==> src/hdl/sfd_pkg.sv <==
// Shared types, constants and the CRC-16 byte update for the stuffed frame deframer.
// Used by sfd_cfg, sfd_deframe and stuffed_frame_deframer_crc16; depends on nothing.
package sfd_pkg;

    localparam int COUNT_BITS = 8;

    localparam logic [15:0] CRC_POLY = 16'h1021;
    localparam logic [15:0] CRC_INIT = 16'h0000;

    localparam int CFG_ADDR_BITS = 5;

    typedef enum logic [2:0] {
        REG_HEADER     = 3'd0,
        REG_TERMINATOR = 3'd1,
        REG_ESCAPE     = 3'd2,
        REG_ESC_OFFSET = 3'd3,
        REG_STATUS_POS = 3'd4,
        REG_CMD_POS    = 3'd5,
        REG_VALUE_POS  = 3'd6,
        REG_MIN_LEN    = 3'd7
    } reg_idx_t;

    typedef enum logic [1:0] {
        ERR_NONE  = 2'd0,
        ERR_SHORT = 2'd1,
        ERR_CRC   = 2'd2
    } frame_err_t;

    typedef struct packed {
        logic [7:0] header_byte;
        logic [7:0] terminator_byte;
        logic [7:0] escape_byte;
        logic [7:0] escape_offset;
        logic [7:0] status_position;
        logic [7:0] command_position;
        logic [7:0] value_position;
        logic [7:0] min_frame_length;
    } cfg_t;

    typedef struct packed {
        logic       frame_valid;
        frame_err_t frame_error;
        logic [7:0] status_out;
        logic [7:0] command_out;
        logic [7:0] value_out;
    } result_t;

    // CRC-16 XMODEM update over one byte, MSB first
    function automatic logic [15:0] crc16_byte(input logic [15:0] crc, input logic [7:0] b);
        logic [15:0] c;
        c = crc ^ {b, 8'h00};
        for (int k = 0; k < 8; k++)
        begin
            c = c[15] ? ((c << 1) ^ CRC_POLY) : (c << 1);
        end
        return c;
    endfunction

endpackage

==> src/hdl/sfd_cfg.sv <==
// APB-style register file for the deframer settings.
// Depends on sfd_pkg for the register indexes and the settings struct.
module sfd_cfg (
    input  logic                              clk,
    input  logic                              rst_n,
    input  logic                              psel,
    input  logic                              penable,
    input  logic                              pwrite,
    input  logic [sfd_pkg::CFG_ADDR_BITS-1:0] paddr,
    input  logic [31:0]                       pwdata,
    output logic [31:0]                       prdata,
    output logic                              pready,
    output sfd_pkg::cfg_t                     cfg
);

    sfd_pkg::cfg_t    cfg_reg;
    sfd_pkg::reg_idx_t idx;
    logic             wr_en;

    assign pready = 1'b1;
    assign idx    = sfd_pkg::reg_idx_t'(paddr[4:2]);
    assign wr_en  = psel && penable && pwrite && pready;
    assign cfg    = cfg_reg;

    always_ff @(posedge clk or negedge rst_n)
    begin
        if (!rst_n)
        begin
            cfg_reg.header_byte      <= 8'd2;
            cfg_reg.terminator_byte  <= 8'd3;
            cfg_reg.escape_byte      <= 8'd16;
            cfg_reg.escape_offset    <= 8'd32;
            cfg_reg.status_position  <= 8'd1;
            cfg_reg.command_position <= 8'd2;
            cfg_reg.value_position   <= 8'd3;
            cfg_reg.min_frame_length <= 8'd6;
        end
        else if (wr_en)
        begin
            unique case (idx)
                sfd_pkg::REG_HEADER:     cfg_reg.header_byte      <= pwdata[7:0];
                sfd_pkg::REG_TERMINATOR: cfg_reg.terminator_byte  <= pwdata[7:0];
                sfd_pkg::REG_ESCAPE:     cfg_reg.escape_byte      <= pwdata[7:0];
                sfd_pkg::REG_ESC_OFFSET: cfg_reg.escape_offset    <= pwdata[7:0];
                sfd_pkg::REG_STATUS_POS: cfg_reg.status_position  <= pwdata[7:0];
                sfd_pkg::REG_CMD_POS:    cfg_reg.command_position <= pwdata[7:0];
                sfd_pkg::REG_VALUE_POS:  cfg_reg.value_position   <= pwdata[7:0];
                sfd_pkg::REG_MIN_LEN:    cfg_reg.min_frame_length <= pwdata[7:0];
                default:                 cfg_reg                  <= cfg_reg;
            endcase
        end
    end

    always_comb
    begin
        unique case (idx)
            sfd_pkg::REG_HEADER:     prdata = {24'd0, cfg_reg.header_byte};
            sfd_pkg::REG_TERMINATOR: prdata = {24'd0, cfg_reg.terminator_byte};
            sfd_pkg::REG_ESCAPE:     prdata = {24'd0, cfg_reg.escape_byte};
            sfd_pkg::REG_ESC_OFFSET: prdata = {24'd0, cfg_reg.escape_offset};
            sfd_pkg::REG_STATUS_POS: prdata = {24'd0, cfg_reg.status_position};
            sfd_pkg::REG_CMD_POS:    prdata = {24'd0, cfg_reg.command_position};
            sfd_pkg::REG_VALUE_POS:  prdata = {24'd0, cfg_reg.value_position};
            sfd_pkg::REG_MIN_LEN:    prdata = {24'd0, cfg_reg.min_frame_length};
            default:                 prdata = 32'd0;
        endcase
    end

endmodule

==> src/hdl/sfd_deframe.sv <==
// Frame state, unstuffing, CRC-16 and field capture for one wire byte per cycle while byte_en is high.
// Depends on sfd_pkg for the settings and result structs and the CRC function.
module sfd_deframe (
    input  logic             clk,
    input  logic             rst_n,
    input  sfd_pkg::cfg_t    cfg,
    input  logic             byte_en,
    input  logic [7:0]       wire_byte,
    output logic             emit,
    output sfd_pkg::result_t result
);

    localparam int CNT_W = sfd_pkg::COUNT_BITS;
    localparam int CW    = (CNT_W > 8) ? CNT_W : 8;
    localparam logic [CNT_W-1:0] CNT_MAX = {CNT_W{1'b1}};
    localparam logic [CNT_W-1:0] CNT_TWO = CNT_W'(2);

    logic             inside_reg,  inside_next;
    logic             esc_reg,     esc_next;
    logic [15:0]      crc_reg,     crc_next;
    logic [7:0]       tail0_reg,   tail0_next;
    logic [7:0]       tail1_reg,   tail1_next;
    logic [CNT_W-1:0] cnt_reg,     cnt_next;
    logic [7:0]       status_reg,  status_next;
    logic [7:0]       command_reg, command_next;
    logic [7:0]       value_reg,   value_next;

    logic             push;
    logic [7:0]       push_data;
    logic [15:0]      base_crc;
    logic [7:0]       base_tail0;
    logic [7:0]       base_tail1;
    logic [CNT_W-1:0] base_cnt;
    logic [7:0]       base_status;
    logic [7:0]       base_command;
    logic [7:0]       base_value;
    logic             too_short;
    logic             crc_bad;

    always_comb
    begin
        inside_next  = inside_reg;
        esc_next     = esc_reg;
        crc_next     = crc_reg;
        tail0_next   = tail0_reg;
        tail1_next   = tail1_reg;
        cnt_next     = cnt_reg;
        status_next  = status_reg;
        command_next = command_reg;
        value_next   = value_reg;
        push         = 1'b0;
        push_data    = wire_byte;
        emit         = 1'b0;
        base_crc     = crc_reg;
        base_tail0   = tail0_reg;
        base_tail1   = tail1_reg;
        base_cnt     = cnt_reg;
        base_status  = status_reg;
        base_command = command_reg;
        base_value   = value_reg;

        if (byte_en)
        begin
            if (!inside_reg)
            begin
                // open on header, starting from a cleared frame
                if (wire_byte == cfg.header_byte)
                begin
                    inside_next  = 1'b1;
                    esc_next     = 1'b0;
                    push         = 1'b1;
                    base_crc     = sfd_pkg::CRC_INIT;
                    base_tail0   = 8'd0;
                    base_tail1   = 8'd0;
                    base_cnt     = '0;
                    base_status  = 8'd0;
                    base_command = 8'd0;
                    base_value   = 8'd0;
                end
            end
            else if (esc_reg)
            begin
                esc_next  = 1'b0;
                push      = 1'b1;
                push_data = wire_byte + cfg.escape_offset;
            end
            else if (wire_byte == cfg.escape_byte)
            begin
                esc_next = 1'b1;
            end
            else if (wire_byte != cfg.terminator_byte)
            begin
                push = 1'b1;
            end
            else
            begin
                // close the frame and drop all per-frame state
                emit         = 1'b1;
                inside_next  = 1'b0;
                esc_next     = 1'b0;
                crc_next     = sfd_pkg::CRC_INIT;
                tail0_next   = 8'd0;
                tail1_next   = 8'd0;
                cnt_next     = '0;
                status_next  = 8'd0;
                command_next = 8'd0;
                value_next   = 8'd0;
            end
        end

        if (push)
        begin
            // the byte leaving the two-byte tail enters the CRC
            crc_next     = (base_cnt >= CNT_TWO) ? sfd_pkg::crc16_byte(base_crc, base_tail0)
                                                 : base_crc;
            tail0_next   = base_tail1;
            tail1_next   = push_data;
            cnt_next     = base_cnt;
            status_next  = base_status;
            command_next = base_command;
            value_next   = base_value;
            if (base_cnt != CNT_MAX)
            begin
                if (CW'(base_cnt) == CW'(cfg.status_position))
                begin
                    status_next = push_data;
                end
                if (CW'(base_cnt) == CW'(cfg.command_position))
                begin
                    command_next = push_data;
                end
                if (CW'(base_cnt) == CW'(cfg.value_position))
                begin
                    value_next = push_data;
                end
                cnt_next = base_cnt + CNT_W'(1);
            end
        end
    end

    assign too_short = (cnt_reg < CNT_TWO) || (CW'(cnt_reg) < CW'(cfg.min_frame_length));
    assign crc_bad   = ({tail0_reg, tail1_reg} != crc_reg);

    always_comb
    begin
        result.frame_valid = 1'b0;
        result.frame_error = sfd_pkg::ERR_NONE;
        result.status_out  = 8'd0;
        result.command_out = 8'd0;
        result.value_out   = 8'd0;
        if (too_short)
        begin
            result.frame_error = sfd_pkg::ERR_SHORT;
        end
        else if (crc_bad)
        begin
            result.frame_error = sfd_pkg::ERR_CRC;
        end
        else
        begin
            result.frame_valid = 1'b1;
            result.status_out  = status_reg;
            result.command_out = command_reg;
            result.value_out   = value_reg;
        end
    end

    always_ff @(posedge clk or negedge rst_n)
    begin
        if (!rst_n)
        begin
            inside_reg  <= 1'b0;
            esc_reg     <= 1'b0;
            crc_reg     <= sfd_pkg::CRC_INIT;
            tail0_reg   <= 8'd0;
            tail1_reg   <= 8'd0;
            cnt_reg     <= '0;
            status_reg  <= 8'd0;
            command_reg <= 8'd0;
            value_reg   <= 8'd0;
        end
        else
        begin
            inside_reg  <= inside_next;
            esc_reg     <= esc_next;
            crc_reg     <= crc_next;
            tail0_reg   <= tail0_next;
            tail1_reg   <= tail1_next;
            cnt_reg     <= cnt_next;
            status_reg  <= status_next;
            command_reg <= command_next;
            value_reg   <= value_next;
        end
    end

`ifndef SYNTH
    a_esc_inside: assert property (@(posedge clk) disable iff (!rst_n)
        esc_reg |-> inside_reg)
        else $error("escape pending outside a frame");

    a_idle_clear: assert property (@(posedge clk) disable iff (!rst_n)
        !inside_reg |-> (cnt_reg == '0 && crc_reg == sfd_pkg::CRC_INIT))
        else $error("frame state not cleared while idle");

    a_emit_closes: assert property (@(posedge clk) disable iff (!rst_n)
        emit |=> !inside_reg && cnt_reg == '0)
        else $error("frame still open after a result");
`endif

endmodule

==> src/hdl/stuffed_frame_deframer_crc16.sv <==
// Top level of the byte-stuffed frame deframer with CRC-16 check.
// Depends on sfd_pkg, sfd_cfg and sfd_deframe.
//
//  channel   | direction | payload
//  ----------+-----------+---------------------------------------------------
//  s_*       | in        | tdata[7:0] wire_byte
//  m_*       | out       | tuser[0] frame_valid, tuser[2:1] frame_error;
//            |           | tdata status_out, command_out, value_out
//  APB       | in/out    | eight 8-bit settings at byte addresses 0..28
//
// Each wire byte updates the frame state in the cycle it is accepted, and a
// closing terminator loads the result register at that edge.
// One byte per cycle is sustained while m_tready is high; the single result
// register sets the rate under back-pressure, since a new byte is taken
// whenever that register is empty or is being drained in the same cycle.
// Reset clears the frame state and the valid flag of the result register
// (not its contents) and loads the default settings; no clearing pass follows.
module stuffed_frame_deframer_crc16 (
    input  logic                              clk,
    input  logic                              rst_n,
    // APB configuration port
    input  logic                              psel,
    input  logic                              penable,
    input  logic                              pwrite,
    input  logic [sfd_pkg::CFG_ADDR_BITS-1:0] paddr,
    input  logic [31:0]                       pwdata,
    output logic [31:0]                       prdata,
    output logic                              pready,
    // wire byte stream
    input  logic                              s_tvalid,
    output logic                              s_tready,
    input  logic [7:0]                        s_tdata,   // [7:0] wire_byte
    // result stream
    output logic                              m_tvalid,
    input  logic                              m_tready,
    output logic [23:0]                       m_tdata,   // [7:0] status_out, [15:8] command_out,
                                                         // [23:16] value_out
    output logic [2:0]                        m_tuser    // [0] frame_valid, [2:1] frame_error
);

    sfd_pkg::cfg_t    cfg;
    sfd_pkg::result_t result;
    sfd_pkg::result_t out_reg;
    logic             out_valid_reg;
    logic             byte_en;
    logic             emit;

    sfd_cfg u_cfg (
        .clk     (clk),
        .rst_n   (rst_n),
        .psel    (psel),
        .penable (penable),
        .pwrite  (pwrite),
        .paddr   (paddr),
        .pwdata  (pwdata),
        .prdata  (prdata),
        .pready  (pready),
        .cfg     (cfg)
    );

    // take a byte when the result register is free or drains this cycle
    assign s_tready = !out_valid_reg || m_tready;
    assign byte_en  = s_tvalid && s_tready;

    sfd_deframe u_deframe (
        .clk       (clk),
        .rst_n     (rst_n),
        .cfg       (cfg),
        .byte_en   (byte_en),
        .wire_byte (s_tdata),
        .emit      (emit),
        .result    (result)
    );

    // result register: load on a closing terminator, drop once taken
    always_ff @(posedge clk or negedge rst_n)
    begin
        if (!rst_n)
        begin
            out_valid_reg <= 1'b0;
        end
        else if (emit)
        begin
            out_valid_reg <= 1'b1;
        end
        else if (m_tready)
        begin
            out_valid_reg <= 1'b0;
        end
    end

    always_ff @(posedge clk)
    begin
        if (emit)
        begin
            out_reg <= result;
        end
    end

    assign m_tvalid = out_valid_reg;
    assign m_tdata  = {out_reg.value_out, out_reg.command_out, out_reg.status_out};
    assign m_tuser  = {out_reg.frame_error, out_reg.frame_valid};

`ifndef SYNTH
    a_valid_no_err: assert property (@(posedge clk) disable iff (!rst_n)
        (m_tvalid && m_tuser[0]) |-> m_tuser[2:1] == sfd_pkg::ERR_NONE)
        else $error("valid frame reported with an error code");

    a_bad_zero: assert property (@(posedge clk) disable iff (!rst_n)
        (m_tvalid && !m_tuser[0]) |-> (m_tdata == 24'd0 && m_tuser[2:1] != sfd_pkg::ERR_NONE))
        else $error("rejected frame carries data or no error code");

    a_no_overwrite: assert property (@(posedge clk) disable iff (!rst_n)
        emit |-> (!out_valid_reg || m_tready))
        else $error("result register overwritten before it was taken");
`endif

endmodule

==> config.mk <==
export PLATFORM = sky130hd
export DESIGN_NAME = stuffed_frame_deframer_crc16
export DESIGN_NICKNAME = d
export VERILOG_FILES = /design/src/hdl/sfd_pkg.sv /design/src/hdl/sfd_cfg.sv /design/src/hdl/sfd_deframe.sv /design/src/hdl/stuffed_frame_deframer_crc16.sv
export SDC_FILE = /design/constraint.sdc
export NUM_CORES = 1
export LEC_CHECK = 0
export BUFFER_PORTS_ARGS = -buffer_cell sky130_fd_sc_hd__buf_2
export CAP_MARGIN = 10
export CORE_ASPECT_RATIO = 1.2
export CORE_MARGIN = 10
export CORE_UTILIZATION = 45
export CTS_BUF_LIST = sky130_fd_sc_hd__clkbuf_8
export DETAILED_ROUTE_END_ITERATION = 16
export SLEW_MARGIN = 20
export SYNTH_ARGS = -nofsm -noshare
export SYNTH_HDL_FRONTEND = slang
export SYNTH_SLANG_ARGS = --single-unit
==> constraint.sdc <==
create_clock -name clk -period 10.35 [get_ports clk]
set_input_delay 2.07 -clock clk [delete_from_list [all_inputs] [get_ports clk]]
set_output_delay 2.07 -clock clk [all_outputs]
set_load 0.05 [all_outputs]
==> summary.md <==
| Metric | Value |
|---|---|
| Outcome | `complete, no violations` |
| Worst-Skew Late Latency | `0.48 ns` |
| Synthesized area per cell | `10.4 um2` |
| Worst Clk Skew | `0.0209 ns` |
| Sum Neg Setup Slack | `0 ns` |
| Post-Syn Area | `0.00855 mm2` |
| Pins over their slew limit | `0` |
| Gr busiest metal | `met2` |
| Initial cell density of the core | `45.5%` |
| Req. time, crit path | `10.74 ns` |
| Min-delay src | `u_deframe.status_reg[7]$_DFFE_PN0P_` |
| Dominant cells by area after synthesis | `dfrtp_1 (35%), edfxtp_1 (9.5%), mux2_2 (7.2%)` |
| Clk slew on worst S/H paths | `0.09 ns` |
| DR pass1 iterations | `4` |
| Met1 usage | `22.0%` |
| Hold depth | `2` |
| Initial antenna violation count | `0` |
| Post-synthesis sequential area ratio | `48.0%` |
| Synthesized instance count | `824` |
| Final Core Density | `50.3%` |
| RSZ-0062 raised after global routing | `no` |
| Number of buffers added on ports | `62` |
| Vias post-DR | `6278` |
| Max reg flops | `64` |
| PostCTS Resize Cnt | `0` |
| Total Power | `0.00203 W` |
| Hold buffer count at CTS | `0` |
| Setup-failing EPs final | `0` |
| Met2 Usage GRT | `30.3%` |
| Worst slew margin relative to its limit | `21.2%` |
| Post-Layout Inst Area | `0.00945 mm2` |
| Ys Warns | `0` |
| Synth top area share | `35.1%` |
| Yosys reg bits | `158` |
| CP endpoint kind | `flop` |
| R2R Path Start | `u_cfg.cfg[59]$_DFFE_PN0P_` |
| Fmax | `0.161 GHz` |
| Number of synthesized flops with an enable pin | `27` |
| Startpoint types | `primary input` |
| Post-CTS Repair Setup Buffers | `0` |
| Arrival time worst endpoint | `6.59 ns` |
| Power per Cell Area | `214 mW/mm2` |
| Final ANT Viol Nets | `0` |
| Met3 Use GR | `4.15%` |
| Synth unique cells | `64` |
| DP Wirelength | `16.2 mm` |
| Die W | `146 um` |
| Area of the core | `0.0188 mm2` |
| Worst hold endpoint | `u_deframe.status_reg[7]$_DFFE_PN0P_` |
| Period utilization | `60.0%` |
| Async SR Flop Fraction | `82.9%` |
| Post-layout nets | `943` |
| Setup crit start | `s_tdata[3]` |
| Reg2reg end | `u_deframe.status_reg[1]$_DFFE_PN0P_` |
| Setup WS post-layout | `4.14 ns` |
| CP max FO | `16` |
| Pre-CTS WS | `3.90 ns` |
| Routed vias/inst | `5.49` |
| Post-synth top area cell | `dfrtp_1` |
| Post-route DRC | `0` |
| Largest net degree at the start of global routing | `79` |
| Worst min-delay path class | `flop to flop` |
| I/O Pins | `114` |
| Drt wl/cell | `19.4 um` |
| CTS sink count | `158` |
| DIE AREA | `0.0249 mm2` |
| P&R area growth vs syn | `10.6%` |
| FF-to-FF path depth | `11` |
| Fin. Hold Viols | `0` |
| Post-place instance area | `0.00901 mm2` |
| Initial DRC count | `401` |
| Total wire length | `22.2 mm` |
| Row Count | `55` |
| Top FF cell, synth | `dfrtp_1` |
| Leakage power | `4.19 nW` |
| H-tree Lvls | `4` |
| Global route overflow | `0` |
| Final Wtd Congestion | `0.858` |
| Crit path time final | `6.21 ns` |
| Critical path type | `primary input to flop` |
| CTS tree | `built` |
| Inserted Clock Buffers | `17` |
| Gr usage total | `17.9%` |
| CTS Root Cell | `clkbuf_8` |
| Number of global-route vias before repair | `6240` |
| Global-route wire length before repair | `35.3 mm` |
| Share of post-route cells with drive strength above 1 | `20.3%` |
| Number of max-cap violations | `0` |
| Clock Path Buffers | `2` |
| Actual slew at the worst max-slew pin | `1.18 ns` |
| Register-to-register setup slack | `5.44 ns` |
| Peak VDD IR | `0.101 mV` |
| Die Y | `171 um` |
## cells in the mapped netlist (17+ instances only)
| cell type | n |
|---|---|
| xor2_1 | 29 |
| a22o_1 | 22 |
| edfxtp_1 | 27 |
| o21ai_0 | 39 |
| xnor2_1 | 41 |
| nor2_1 | 52 |
| nand2_1 | 66 |
| o22ai_1 | 17 |
| a21oi_1 | 19 |
| clkbuf_1 | 30 |
| mux2_2 | 55 |
| inv_1 | 49 |
| buf_4 | 25 |
| dfrtp_1 | 120 |
| nor3_1 | 36 |
## placed cells by master, fill, tap and decap left out, types with 9 or more instances in the layout
cell and instances:
dfrtp_1 120, nand2_1 66, buf_2 61, mux2_2 55
nor2_1 52, inv_1 49, xnor2_1 41, o21ai_0 39
nor3_1 34, xor2_1 29, edfxtp_1 27, conb_1 25
a22o_1 22, a21oi_1 19, o22ai_1 17, clkbuf_8 17
nand3_1 16, ha_1 16, nand4_1 12, mux2i_1 12
dfstp_2 11, a21o_1 10, inv_6 9
## layout make-up
| type | count | area, um2 |
|---|---|---|
| Multi-Input combinational cell | 580 | 4050 |
| Clock buffer | 17 | 234 |
| Tap cell | 256 | 320 |
| Antenna cell | 1 | 2.50 |
| Sequential cell | 158 | 4100 |
| Timing Repair Buffer | 68 | 365 |
| Inverter | 49 | 184 |
| Clock inverter | 15 | 189 |
| Fill cell | 1793 | 9340 |
## critical path: stages
cell and delay (ns):
buf_2 0.16, xor2_1 0.18, nor4_1 0.86, nand3_1 0.76
and2_1 0.43, ha_1 0.31, nand4_1 0.31, nand3_1 0.12
o22a_1 0.22, a2111oi_1 0.94, nand2_1 0.11, o21ai_0 0.12
## worst max path at each step
stage                                                to  slack, ns
detailed placement  u_deframe.status_reg[1]$_DFFE_PN0P_       3.90
global route        u_deframe.status_reg[2]$_DFFE_PN0P_       4.01
CTS                 u_deframe.status_reg[1]$_DFFE_PN0P_       4.35
finish              u_deframe.status_reg[1]$_DFFE_PN0P_       4.14
global placement    u_deframe.status_reg[2]$_DFFE_PN0P_       3.88
floorplan                                     prdata[5]       4.34
## power by group
part | switching, W | internal [W] | leakage, nW
registers | 0.000139 | 0.000755 | 1.91
clock network | 0.000270 | 0.000228 | 0.216
logic | 0.000346 | 0.000289 | 2.07
## per-stage QoR
| step | hold WS [ns] | cells |
|---|---|---|
| 2_1_floorplan | 0.460 | 847 |
| 3_3_place_gp | 0.484 | 1110 |
| 3_5_place_dp | 0.495 | 1110 |
| 4_1_cts | 0.518 | 1142 |
| 5_1_grt | 0.550 | 1143 |
| 6_report | 0.516 | 1144 |
## routing by layer
metal	vias up	wire length [um]
met2	174	11100
li1	3005	-
met4	0	419
met3	31	1110
met1	3068	9580
met5	-	0
## kinds of logic (layout without fill, tap and decap cells)
family                     after synthesis  after routing  share of synthesized area, %
AOI/OAI and AO/OA                      173            173                          14.0
buffers and inverters                  109            149                          5.94
adders and majority gates               17             17                          2.58
DFF                                    158            158                          48.0
and+or+nand+nor                        225            225                          12.8
muxes                                   70             70                          9.44
xor gates and xnor gates                70             70                          7.17
other                                    2             26                        0.0878
(Power assumes the default switching activity.)
